[config.mk]
export PLATFORM = sky130hd
export DESIGN_NAME = text_console_cursor_scroll_flat
export DESIGN_NICKNAME = d
export VERILOG_FILES = /design/src/rtl/tccs_pkg.sv /design/src/rtl/tccs_if.sv /design/src/rtl/text_console_cursor_scroll.sv /design/src/rtl/tccs_front.sv /design/src/rtl/tccs_queue.sv /design/src/rtl/tccs_back.sv /design/src/flat_wrapper.sv
export SDC_FILE = /design/constraint.sdc
export NUM_CORES = 1
export LEC_CHECK = 0
export BUFFER_PORTS_ARGS = -buffer_cell sky130_fd_sc_hd__buf_4
export CORE_UTILIZATION = 30
export CTS_BUF_LIST = sky130_fd_sc_hd__clkbuf_8 sky130_fd_sc_hd__clkbuf_16
export CTS_CLUSTER_DIAMETER = 120
export CTS_CLUSTER_SIZE = 40
export DETAILED_ROUTE_END_ITERATION = 12
export GPL_ROUTABILITY_DRIVEN = 0
export RECOVER_POWER = 50
export SYNTH_ARGS = -nofsm -noshare
export SYNTH_HDL_FRONTEND = slang
export SYNTH_SLANG_ARGS = --single-unit
export TNS_END_PERCENT = 5
[constraint.sdc]
create_clock -name clk_i -period 11.1 [get_ports clk_i]
set_input_delay 0.555 -clock clk_i [delete_from_list [all_inputs] [get_ports clk_i]]
set_output_delay 0.555 -clock clk_i [all_outputs]
set_load 0.05 [all_outputs]
[src/rtl/tccs_pkg.sv]
// Package: console geometry, command codes and result types for the cursor and scroll manager.
package tccs_pkg;

  localparam int unsigned COLUMNS   = 240;
  localparam int unsigned ROWS      = 67;
  localparam int unsigned TAB_STEP  = 3;
  localparam int unsigned QDEPTH    = 2;
  localparam logic [31:0] FG_COLOUR = 32'hFFFF_FFFF;
  localparam logic [6:0]  ROW_SAT   = 7'd127;
  localparam logic [8:0]  COL_SAT   = 9'd511;
  localparam logic [8:0]  SETCOL_SAT = 9'd255;

  typedef enum logic [2:0] {
    OP_PUTC   = 3'd0,
    OP_NL     = 3'd1,
    OP_TAB    = 3'd2,
    OP_COLOUR = 3'd3,
    OP_SETCOL = 3'd4
  } op_e;

  localparam logic KIND_CELL  = 1'b0;
  localparam logic KIND_CLEAR = 1'b1;

  typedef struct packed {
    logic        kind;
    logic [6:0]  row;
    logic [7:0]  column;
    logic [7:0]  char_code;
    logic [31:0] colour;
  } res_t;

  // up to three results produced by one command
  typedef struct packed {
    logic [1:0]      cnt;
    res_t [2:0]      res;
  } job_t;

  function automatic logic [6:0] row_inc(input logic [6:0] r);
    return (r == ROW_SAT) ? ROW_SAT : r + 7'd1;
  endfunction

  function automatic logic [6:0] top_adv(input logic [6:0] t);
    logic [7:0] s;
    s = {1'b0, t} + 8'd1;
    return (s >= 8'(ROWS)) ? 7'd0 : s[6:0];
  endfunction

  function automatic res_t mk_res(input logic kind, input logic [6:0] row,
                                  input logic [7:0] column, input logic [7:0] ch,
                                  input logic [31:0] colour);
    res_t r;
    r.kind      = kind;
    r.row       = row;
    r.column    = column;
    r.char_code = ch;
    r.colour    = colour;
    return r;
  endfunction

endpackage

[src/rtl/tccs_if.sv]
// Interfaces: command channel and result channel, valid/ready with payload.
interface tccs_cmd_if;
  logic        valid;
  logic        ready;
  logic [2:0]  op;
  logic [7:0]  char_code;
  logic [31:0] value;

  modport source (output valid, output op, output char_code, output value, input ready);
  modport sink   (input valid, input op, input char_code, input value, output ready);
endinterface

interface tccs_res_if;
  logic        valid;
  logic        ready;
  logic        kind;
  logic [6:0]  row;
  logic [7:0]  column;
  logic [7:0]  char_code_out;
  logic [31:0] colour_out;
  logic        last;

  modport source (output valid, output kind, output row, output column,
                  output char_code_out, output colour_out, output last, input ready);
  modport sink   (input valid, input kind, input row, input column,
                  input char_code_out, input colour_out, input last, output ready);
endinterface

[src/rtl/text_console_cursor_scroll.sv]
// Top level: text console cursor and scroll manager.
//
//  channel | dir | beat payload
//  cmd_i   | in  | op, char_code, value
//  res_o   | out | kind, row, column, char_code_out, colour_out, last
//
// A command is taken whenever the two-entry job queue has room;
// its state update is done in that cycle. The back end drains one result beat
// per cycle while the result channel is ready; a command yields up to three
// beats, for a character that wraps and hits the bottom. The first result beat
// of a command passes through the job queue and then the output register.
// Reset clears cursor, top row and scroll flag and sets the foreground colour.
// A stalled result holds in the output register; the queue absorbs commands.
module text_console_cursor_scroll (
  input  logic        clk_i,
  input  logic        rst_ni,
  tccs_cmd_if.sink    cmd_i,
  tccs_res_if.source  res_o
);

  logic              push;
  logic              pop;
  logic              q_full;
  logic              q_empty;
  tccs_pkg::job_t    job;
  tccs_pkg::job_t    head;

  tccs_front u_front (
    .clk_i    (clk_i),
    .rst_ni   (rst_ni),
    .cmd_i    (cmd_i),
    .q_full_i (q_full),
    .push_o   (push),
    .job_o    (job)
  );

  tccs_queue u_queue (
    .clk_i   (clk_i),
    .rst_ni  (rst_ni),
    .push_i  (push),
    .job_i   (job),
    .pop_i   (pop),
    .full_o  (q_full),
    .empty_o (q_empty),
    .head_o  (head)
  );

  tccs_back u_back (
    .clk_i   (clk_i),
    .rst_ni  (rst_ni),
    .empty_i (q_empty),
    .head_i  (head),
    .pop_o   (pop),
    .res_o   (res_o)
  );

`ifndef SYNTHESIS
  a_row_range: assert property (@(posedge clk_i) disable iff (!rst_ni)
    res_o.valid |-> (res_o.row < 7'(tccs_pkg::ROWS)))
    else $error("result row out of range");

  a_clear_blank: assert property (@(posedge clk_i) disable iff (!rst_ni)
    (res_o.valid && res_o.kind == tccs_pkg::KIND_CLEAR)
      |-> (res_o.column == 8'd0 && res_o.char_code_out == 8'd0))
    else $error("row clear with nonzero column or char");

  a_cell_column: assert property (@(posedge clk_i) disable iff (!rst_ni)
    (res_o.valid && res_o.kind == tccs_pkg::KIND_CELL)
      |-> (res_o.column < 8'(tccs_pkg::COLUMNS) && res_o.last))
    else $error("cell write off screen or not final beat");

  a_no_pop_empty: assert property (@(posedge clk_i) disable iff (!rst_ni)
    pop |-> !q_empty)
    else $error("pop from empty job queue");
`endif

endmodule

[src/rtl/tccs_front.sv]
// Front end: takes commands, updates cursor/scroll state, builds the job of results.
module tccs_front (
  input  logic              clk_i,
  input  logic              rst_ni,
  tccs_cmd_if.sink          cmd_i,
  input  logic              q_full_i,
  output logic              push_o,
  output tccs_pkg::job_t    job_o
);

  logic [8:0]  col_q, col_d;
  logic [6:0]  row_q, row_d;
  logic [6:0]  top_q, top_d;
  logic        scr_q, scr_d;
  logic [31:0] colour_q, colour_d;
  logic [6:0]  line;
  logic [1:0]  n;
  logic [9:0]  tab_sum;
  logic        accept;

  assign cmd_i.ready = !q_full_i;
  assign accept      = cmd_i.valid && !q_full_i;

  always_comb begin
    col_d    = col_q;
    row_d    = row_q;
    top_d    = top_q;
    scr_d    = scr_q;
    colour_d = colour_q;
    job_o    = '0;
    n        = 2'd0;
    line     = 7'd0;
    tab_sum  = {1'b0, col_q} + 10'(tccs_pkg::TAB_STEP);
    unique case (tccs_pkg::op_e'(cmd_i.op))
      tccs_pkg::OP_PUTC: begin
        if (col_q >= 9'(tccs_pkg::COLUMNS)) begin
          row_d = tccs_pkg::row_inc(row_q);
          col_d = 9'd0;
          if (scr_q) begin
            top_d = tccs_pkg::top_adv(top_q);
            job_o.res[n] = tccs_pkg::mk_res(tccs_pkg::KIND_CLEAR, top_d, 8'd0, 8'd0,
                                            colour_q);
            n = n + 2'd1;
          end
        end
        // bottom reached: start or keep scrolling and clear the new top row
        if (row_d >= 7'(tccs_pkg::ROWS)) begin
          if (!scr_q) begin
            top_d = 7'd0;
            scr_d = 1'b1;
          end
          row_d = 7'(tccs_pkg::ROWS - 1);
          job_o.res[n] = tccs_pkg::mk_res(tccs_pkg::KIND_CLEAR, top_d, 8'd0, 8'd0,
                                          colour_q);
          n = n + 2'd1;
        end
        if (scr_d) begin
          line = (top_d == 7'd0) ? 7'(tccs_pkg::ROWS - 1) : top_d - 7'd1;
        end else begin
          line = row_d;
        end
        job_o.res[n] = tccs_pkg::mk_res(tccs_pkg::KIND_CELL, line, col_d[7:0],
                                        cmd_i.char_code, colour_q);
        n = n + 2'd1;
        col_d = col_d + 9'd1;
      end
      tccs_pkg::OP_NL: begin
        if (scr_q) begin
          job_o.res[n] = tccs_pkg::mk_res(tccs_pkg::KIND_CLEAR, top_q, 8'd0, 8'd0,
                                          colour_q);
          n = n + 2'd1;
          top_d = tccs_pkg::top_adv(top_q);
        end
        col_d = 9'd0;
        row_d = tccs_pkg::row_inc(row_q);
      end
      tccs_pkg::OP_TAB: begin
        col_d = (tab_sum > {1'b0, tccs_pkg::COL_SAT}) ? tccs_pkg::COL_SAT : tab_sum[8:0];
      end
      tccs_pkg::OP_COLOUR: begin
        colour_d = cmd_i.value;
      end
      tccs_pkg::OP_SETCOL: begin
        col_d = (cmd_i.value > 32'd255) ? tccs_pkg::SETCOL_SAT : cmd_i.value[8:0];
      end
      default: begin
      end
    endcase
    job_o.cnt = n;
  end

  assign push_o = accept && (n != 2'd0);

  always_ff @(posedge clk_i or negedge rst_ni) begin
    if (!rst_ni) begin
      col_q    <= '0;
      row_q    <= '0;
      top_q    <= '0;
      scr_q    <= 1'b0;
      colour_q <= tccs_pkg::FG_COLOUR;
    end else if (accept) begin
      col_q    <= col_d;
      row_q    <= row_d;
      top_q    <= top_d;
      scr_q    <= scr_d;
      colour_q <= colour_d;
    end
  end

endmodule

[src/rtl/tccs_queue.sv]
// Job queue: two-entry register FIFO between front end and back end.
module tccs_queue (
  input  logic              clk_i,
  input  logic              rst_ni,
  input  logic              push_i,
  input  tccs_pkg::job_t    job_i,
  input  logic              pop_i,
  output logic              full_o,
  output logic              empty_o,
  output tccs_pkg::job_t    head_o
);

  localparam int unsigned PW = $clog2(tccs_pkg::QDEPTH);

  tccs_pkg::job_t    mem_q [tccs_pkg::QDEPTH];
  logic [PW-1:0]     wp_q, rp_q;
  logic [PW:0]       cnt_q;

  assign full_o  = (cnt_q == (PW+1)'(tccs_pkg::QDEPTH));
  assign empty_o = (cnt_q == '0);
  assign head_o  = mem_q[rp_q];

  always_ff @(posedge clk_i) begin
    if (push_i) begin
      mem_q[wp_q] <= job_i;
    end
  end

  always_ff @(posedge clk_i or negedge rst_ni) begin
    if (!rst_ni) begin
      wp_q  <= '0;
      rp_q  <= '0;
      cnt_q <= '0;
    end else begin
      if (push_i) wp_q <= wp_q + PW'(1);
      if (pop_i)  rp_q <= rp_q + PW'(1);
      cnt_q <= cnt_q + (PW+1)'(push_i) - (PW+1)'(pop_i);
    end
  end

endmodule

[src/rtl/tccs_back.sv]
// Back end: unrolls each job into result beats through an output register.
module tccs_back (
  input  logic              clk_i,
  input  logic              rst_ni,
  input  logic              empty_i,
  input  tccs_pkg::job_t    head_i,
  output logic              pop_o,
  tccs_res_if.source        res_o
);

  logic [1:0]        idx_q;
  logic              load;
  logic              is_last;
  logic              out_valid_q;
  tccs_pkg::res_t    out_q;
  logic              out_last_q;

  assign load    = !empty_i && (!out_valid_q || res_o.ready);
  assign is_last = (idx_q == head_i.cnt - 2'd1);
  assign pop_o   = load && is_last;

  always_ff @(posedge clk_i or negedge rst_ni) begin
    if (!rst_ni) begin
      idx_q       <= '0;
      out_valid_q <= 1'b0;
    end else begin
      if (load) begin
        out_valid_q <= 1'b1;
        idx_q       <= is_last ? 2'd0 : idx_q + 2'd1;
      end else if (res_o.ready) begin
        out_valid_q <= 1'b0;
      end
    end
  end

  always_ff @(posedge clk_i) begin
    if (load) begin
      out_q      <= head_i.res[idx_q];
      out_last_q <= is_last;
    end
  end

  assign res_o.valid         = out_valid_q;
  assign res_o.kind          = out_q.kind;
  assign res_o.row           = out_q.row;
  assign res_o.column        = out_q.column;
  assign res_o.char_code_out = out_q.char_code;
  assign res_o.colour_out    = out_q.colour;
  assign res_o.last          = out_last_q;

endmodule
[src/flat_wrapper.sv]
// flat-port wrapper written by rule: the top's interface ports become plain ports
module text_console_cursor_scroll_flat 
  (clk_i, rst_ni, cmd_i_valid, cmd_i_op, cmd_i_char_code, cmd_i_value, cmd_i_ready, res_o_valid, res_o_kind, res_o_row, res_o_column, res_o_char_code_out, res_o_colour_out, res_o_last, res_o_ready);
  tccs_cmd_if cmd_i_i ();
  tccs_res_if res_o_i ();
  input  logic clk_i;
  input  logic rst_ni;
  input wire logic [$bits(cmd_i_i.valid)-1:0] cmd_i_valid;
  input wire logic [$bits(cmd_i_i.op)-1:0] cmd_i_op;
  input wire logic [$bits(cmd_i_i.char_code)-1:0] cmd_i_char_code;
  input wire logic [$bits(cmd_i_i.value)-1:0] cmd_i_value;
  output wire logic [$bits(cmd_i_i.ready)-1:0] cmd_i_ready;
  output wire logic [$bits(res_o_i.valid)-1:0] res_o_valid;
  output wire logic [$bits(res_o_i.kind)-1:0] res_o_kind;
  output wire logic [$bits(res_o_i.row)-1:0] res_o_row;
  output wire logic [$bits(res_o_i.column)-1:0] res_o_column;
  output wire logic [$bits(res_o_i.char_code_out)-1:0] res_o_char_code_out;
  output wire logic [$bits(res_o_i.colour_out)-1:0] res_o_colour_out;
  output wire logic [$bits(res_o_i.last)-1:0] res_o_last;
  input wire logic [$bits(res_o_i.ready)-1:0] res_o_ready;
  assign cmd_i_i.valid = cmd_i_valid;
  assign cmd_i_i.op = cmd_i_op;
  assign cmd_i_i.char_code = cmd_i_char_code;
  assign cmd_i_i.value = cmd_i_value;
  assign cmd_i_ready = cmd_i_i.ready;
  assign res_o_valid = res_o_i.valid;
  assign res_o_kind = res_o_i.kind;
  assign res_o_row = res_o_i.row;
  assign res_o_column = res_o_i.column;
  assign res_o_char_code_out = res_o_i.char_code_out;
  assign res_o_colour_out = res_o_i.colour_out;
  assign res_o_last = res_o_i.last;
  assign res_o_i.ready = res_o_ready;
  text_console_cursor_scroll u_core (.clk_i(clk_i), .rst_ni(rst_ni), .cmd_i(cmd_i_i), .res_o(res_o_i));
endmodule
==> results of run 1 <==
==> final timing paths <==
check                                                     from                                       to  depth (start not counted)
setup / recovery           u_core.u_front.col_q[6]$_DFFE_PN0P_    u_core.u_queue.mem_q[0][71]$_DFFE_PP_                         12
hold / removal                                 cmd_i_value[28]  u_core.u_front.colour_q[28]$_DFFE_PN1P_                          2
setup reg to reg           u_core.u_front.col_q[6]$_DFFE_PN0P_    u_core.u_queue.mem_q[0][71]$_DFFE_PP_                         12
hold reg to reg              u_core.u_queue.cnt_q[1]$_DFF_PN0_        u_core.u_queue.cnt_q[1]$_DFF_PN0_                          1
max in group asynchronous                               rst_ni          u_core.u_queue.rp_q$_DFFE_PN0P_                          3
min in group asynchronous                               rst_ni      u_core.u_front.col_q[1]$_DFFE_PN0P_                          2
==> worst max-delay path, cell delays in order (launching register included) <==
cell      delay, ns
dfrtp_1        0.53
a41oi_1        0.23
clkbuf_1       0.55
nand2_1        0.20
a22oi_1        0.15
nor2_1         0.55
clkinv_1       0.44
ha_1           0.52
nand2b_1       0.32
inv_1          0.28
o21ai_0        0.39
nor2_4         0.83
buf_12         0.59
==> per-stage QoR <==
stage	utilization [%]	instance area (µm²)	instances	worst slack, ns
2_1_floorplan	-	20200	1414	0.5091
3_3_place_gp	32.96	21820	2295	5.360
3_5_place_dp	32.96	21820	2295	5.121
4_1_cts	33.77	22360	2324	5.106
5_1_grt	33.39	22110	2324	4.531
6_report	33.39	22110	2325	4.926
==> area by class of cell <==
class | count | area share (%)
antenna | 1 | 0.01132
clock buffer | 17 | 1.924
clock inverter | 11 | 0.4697
inverter | 74 | 1.256
multi-input combinational | 781 | 27.40
sequential | 458 | 60.99
tap | 864 | 4.890
timing repair buffer | 119 | 3.062
==> sequential cells by signal, indices dropped and copies added, names as in the netlist, 2 cells and up <==
| signal | cells |
|---|---|
| u_core.u_queue.cnt_q | 2 |
| u_core.u_front.top_q | 7 |
| u_core.u_front.colour_q | 32 |
| u_core.u_back.res_o.column | 8 |
| u_core.u_back.res_o.row | 7 |
| u_core.u_front.row_q | 7 |
| u_core.u_back.res_o.char_code_out | 8 |
| u_core.u_back.res_o.colour_out | 32 |
| u_core.u_front.col_q | 9 |
| u_core.u_back.idx_q | 2 |
| u_core.u_queue.mem_q | 338 |
==> per-layer routing <==
layer | track usage, % | routed length [µm] | share of wire [%] | vias to the layer above
met1 | 19.35 | 21650 | 44 | 6232
met5 | 0 | 0 | 0 | -
met3 | 2.071 | 2822 | 5.8 | 55
met2 | 23.45 | 23590 | 48 | 448
li1 | - | - | - | 5447
met4 | 2.584 | 803 | 1.6 | 0
==> cell families after synthesis <==
family	count (synthesis)
AOI/OAI and AO/OA	254
adders and majority gates	10
buffers and inverters	175
and+or+nand+nor	346
xor gates and xnor gates	21
muxes	150
DFF	458
==> power by group <==
group / total, W / leakage (nW) / switching [W] / internal [W]
clock: 0.000832 / 0.281 / 0.000533 / 0.000299
combinational: 0.00195 / 3.07 / 0.00128 / 0.000675
sequential: 0.00255 / 4.38 / 0.000254 / 0.00230
==> placed cells by master, fill, tap and decap left out, drive strengths merged, types with 36 or more instances in the layout <==
master	synthesis	layout
nand2	54	54
inv	72	81
nor2b	36	36
edfxtp	395	395
and2	37	37
o22ai	58	58
o21ai	57	57
mux4	56	56
clkbuf	77	82
nor2	78	78
mux2i	60	60
a21oi	42	42
buf	24	53
and3	65	65
==> run metrics, run 1 <==
outcome complete, but fails checks; failing checks max-capacitance violations, max-slew violations; NumNets Final 1,507; synthesized instance count 1,414; leakage 7.731 nW; RSZ-0062 raised after global routing false; top-count cell post-synth edfxtp_1; Die W 261.5 µm; Post-Synth XOR/XNOR Area 0.9107%; Synth Flop Type edfxtp_1; Starting Density 30.50%; Skew-Pair Late Insertion Delay 0.57 ns; Commonest cells post-synth 395 x edfxtp_1, 78 x nor2_1, 77 x clkbuf_1, 72 x inv_1, 65 x and3_1; port bufs 105; Cell variety after synth 68; vias in the first global route 12,190; clk sink count 458; total track usage 13.99%; total grt overflow 0; CTS Buffer Depth 3; largest family of logic cells by synthesized area multiplexers; Final Hold Fails 0; first-pass GRT wire length 73,430 µm; First DRT Iteration DRCs 1,480; routed wire length 48,870 µm; post-synthesis adder-cell area fraction 0.6195%; CP arrival 6.38 ns; Filler cells 6,446; Critical Path Fanout Max 141; proportion of layout cells with a drive suffix above 1 14.79%; Compound-Gate Fraction of Synth Area 8.209%; Setup Skew 0.02342 ns; Yosys warnings 0; max-slew violation count 290; minimum clock period 6.174 ns; Worst Tran Pin Value 4.401 ns; clock transition at the registers of the reported paths 0.14 ns; number of synthesized register bits 458; Syn Nets 1,471; area of the multi-input gates 6057 µm²; Area Growth Syn to Fin 9.473%; final critical-path share of the clock period 55.62%; multiplexer share of the synthesized area 11.11%; largest net degree at the start of global routing 157; Yosys top cell area share 58.73%; Min-Delay Path Class input pin to flip-flop; asr flop ratio synth 13.76%; IO Count 106; Post-Synth Simple-Gate Area 9.008%; HPWL after DPL 29,170 µm; DRC 0; Core Area 66,220 µm²; post-synthesis sequential area ratio 66.74%; cts bufs inserted 16; pwr/cell area 241.5 nW/µm²; Pwr Total 0.005339 W; Synth area leaders edfxtp_1 59%, mux4_2 6.2%, dfstp_2 4.2%; Rows 94; Worst setup SP type flip-flop; drt wl/cell 21.02 µm; drt pass-1 iters 7; root buf cell clkbuf_16; MaxCap Viol Count 6; vias per std cell 5.240; WS Path Type flip-flop to flip-flop; biggest area consumer among synthesized cells edfxtp_1; Crit path required time 11.31 ns; Post-Synthesis Cell Area 20,200 µm²; CTS tree yes; Die ar. 68,360 µm²; Reg area 13,480 µm²; CTS Hold Buffers Added 1; endpoints failing setup 0; postcts setup bufs 0; Syn Area/Cell 14.28 µm²; H-tree Lvls 1; initial antenna violation count 5; Post-synth EDFFs 395; die height 261.5 µm; relative slew slack -193.4%; Fmax 0.1620 GHz; setup TNS 0 ns; Reg2Reg Setup Slack 4.93 ns; Hold Worst Slack 0.2381 ns; Routed Antenna Nets 0; CP Capture Type flip-flop; Max VDD drop 0.1471 mV; via count 12,180; post-CTS sizing 0
(Power assumes the default switching activity.)
==> run 2, diff against run 1 <==
==> constraint.sdc (replaced) <==
create_clock -name clk_i -period 6.3 [get_ports clk_i]
set_input_delay 0.315 -clock clk_i [delete_from_list [all_inputs] [get_ports clk_i]]
set_output_delay 0.315 -clock clk_i [all_outputs]
set_load 0.05 [all_outputs]
==> run 2 against run 1 <==
The flow still finishes with violations (max-capacitance violations, max-slew violations). Power grew 76%. Maximum frequency grew 9.9%. Cell count grew 0.99%. Hold slack lost 0.22 ns. Count of clock-buffer cells in the layout is the same. Critical path type unchanged. Largest power group unchanged.
==> run metrics, run 2 (same netlist as run 1, synthesis figures left out) <==
Crit path max-delay family buffers and inverters; Fmax 0.1780 GHz; area of the multi-input gates 6057 µm²; endpoints failing setup 0; proportion of layout cells with a drive suffix above 1 14.82%; drt wl/cell 20.30 µm; Reg area 13,480 µm²; CTS tree yes; Routed Antenna Nets 0; drt pass-1 iters 8; CP max stage delay 0.60 ns; Skew-Pair Late Insertion Delay 0.56 ns; RSZ-0062 raised after global routing false; minimum clock period 5.618 ns; vias per std cell 5.172; CTS Buffer Depth 3; clk sink count 458; leakage 7.834 nW; Area Growth Syn to Fin 10.62%; CP arrival 5.84 ns; pwr/cell area 420.9 nW/µm²; Filler cells 6,401; failing checks max-capacitance violations, max-slew violations; MaxCap Viol Count 6; routed wire length 47,660 µm; total track usage 13.63%; Worst Tran Pin Value 4.067 ns; post-placement cell count 2,302; slowest cell on the critical path nor2_4; Critical Path Fanout Max 66; post-CTS sizing 0; outcome complete, but fails checks; WS Path Type flip-flop to flip-flop; Die W 261.5 µm; cts bufs inserted 16; Core Area 66,220 µm²; Setup Skew 0.06031 ns; register name with the most flops u_core.u_queue.mem_q; clock transition at the registers of the reported paths 0.14 ns; first-pass GRT wire length 72,260 µm; R2R depth 12; setup TNS 0 ns; total grt overflow 0; Max VDD drop 0.1818 mV; via count 12,150; CP Capture Type flip-flop; Final Hold Fails 0; CP Cell Sequence a41oi_1 -> clkbuf_1 -> nand2_1 -> a22oi_1 -> nor2_1 -> clkinv_1 -> ha_1 -> nand2b_1 -> inv_1 -> o21ai_0 -> nor2_4 -> buf_12; Starting Density 30.50%; vias in the first global route 12,090; NumNets Final 1,531; Post-Place Worst Slack 0.8836 ns; max reg flops 338; Rows 94; Worst setup SP type flip-flop; postcts setup bufs 0; IO Count 106; Crit path required time 6.52 ns; max-slew violation count 253; Die ar. 68,360 µm²; CTS Hold Buffers Added 17; stages on the worst setup path 12; Setup WS post-layout 0.6822 ns; final critical-path share of the clock period 89.17%; WHS Path Cells 2; First DRT Iteration DRCs 1,077; # diodes 0; DRC 0; HPWL after DPL 29,290 µm; most frequent cells in the layout 395 x edfxtp_1, 79 x inv_1, 76 x nor2_1; die height 261.5 µm; Min-Delay Path Class input pin to flip-flop; root buf cell clkbuf_16; most common cell after layout, fill and taps aside edfxtp_1; port bufs 105; worst path bufs/invs 4; H-tree Lvls 1; relative slew slack -171.1%; initial antenna violation count 0; non-filler instance count after layout 2,348; largest net degree at the start of global routing 93
## run 2: changes by cell type in the layout (fill, tap and decap cells not counted), moves of 2 or more
cell	previous run	this run
and2_0	20	26
dfrtp_1	28	30
dlygate4sd3_1	1	18
and2_1	17	11
clkbuf_2	0	2
buf_12	2	5
## run 2: metal layers
metal	global-route usage, %	routed length (µm)
met1	19.32	21260
met4	1.857	631
met2	22.80	22780
met5	0	0
met3	1.742	2990
## run 2: through the flow
stage	cell area (µm²)	hold slack (ns)	total power [W]	utilization [%]
floorplan	20200	0.01941	0.007038	-
global placement	21910	0.2196	0.008127	33.09
detailed placement	21910	0.2248	0.008170	33.09
CTS	22600	0.0001352	0.009614	34.13
global route	22340	0.0002543	0.009887	33.74
finish	22340	0.01626	0.009404	33.74
## run 2: power breakdown
| group | switching [W] | internal [W] |
|---|---|---|
| logic | 0.00216 | 0.00120 |
| clock network | 0.000917 | 0.000520 |
| registers | 0.000560 | 0.00405 |
| total | 0.00364 | 0.00576 |
## run 2: final timing paths
check | to | slack [ns] | from
max in group asynchronous | u_core.u_back.idx_q[1]$_DFFE_PN0P_ | 2.17 | rst_ni
min in group asynchronous | u_core.u_front.col_q[0]$_DFFE_PN0P_ | 0.51 | rst_ni
min reg2reg | u_core.u_queue.wp_q$_DFFE_PN0P_ | 0.57 | u_core.u_queue.wp_q$_DFFE_PN0P_
max | u_core.u_queue.mem_q[1][60]$_DFFE_PP_ | 0.68 | u_core.u_front.col_q[6]$_DFFE_PN0P_
min | u_core.u_front.colour_q[2]$_DFFE_PN1P_ | 0.02 | cmd_i_value[2]
max reg2reg | u_core.u_queue.mem_q[1][60]$_DFFE_PP_ | 0.68 | u_core.u_front.col_q[6]$_DFFE_PN0P_
## run 2: final cells by class
type	instances	area share (%)
inverters	74	1.243
flip-flops and latches	458	60.33
repair buffers	143	4.155
well taps	864	4.839
clock buffers	17	1.904
multi-input cells	781	27.11
clock inverters	11	0.4144
## run 2: worst register-to-register path: stages, from the launching register on
cell and delay, ns:
dfrtp_1 0.53, a41oi_1 0.22, clkbuf_1 0.57, nand2_1 0.22, a22oi_1 0.17, nor2_1 0.56, clkinv_1 0.43, ha_1 0.51
nand2b_1 0.32, inv_1 0.29, o21ai_0 0.39, nor2_4 0.60, buf_12 0.40
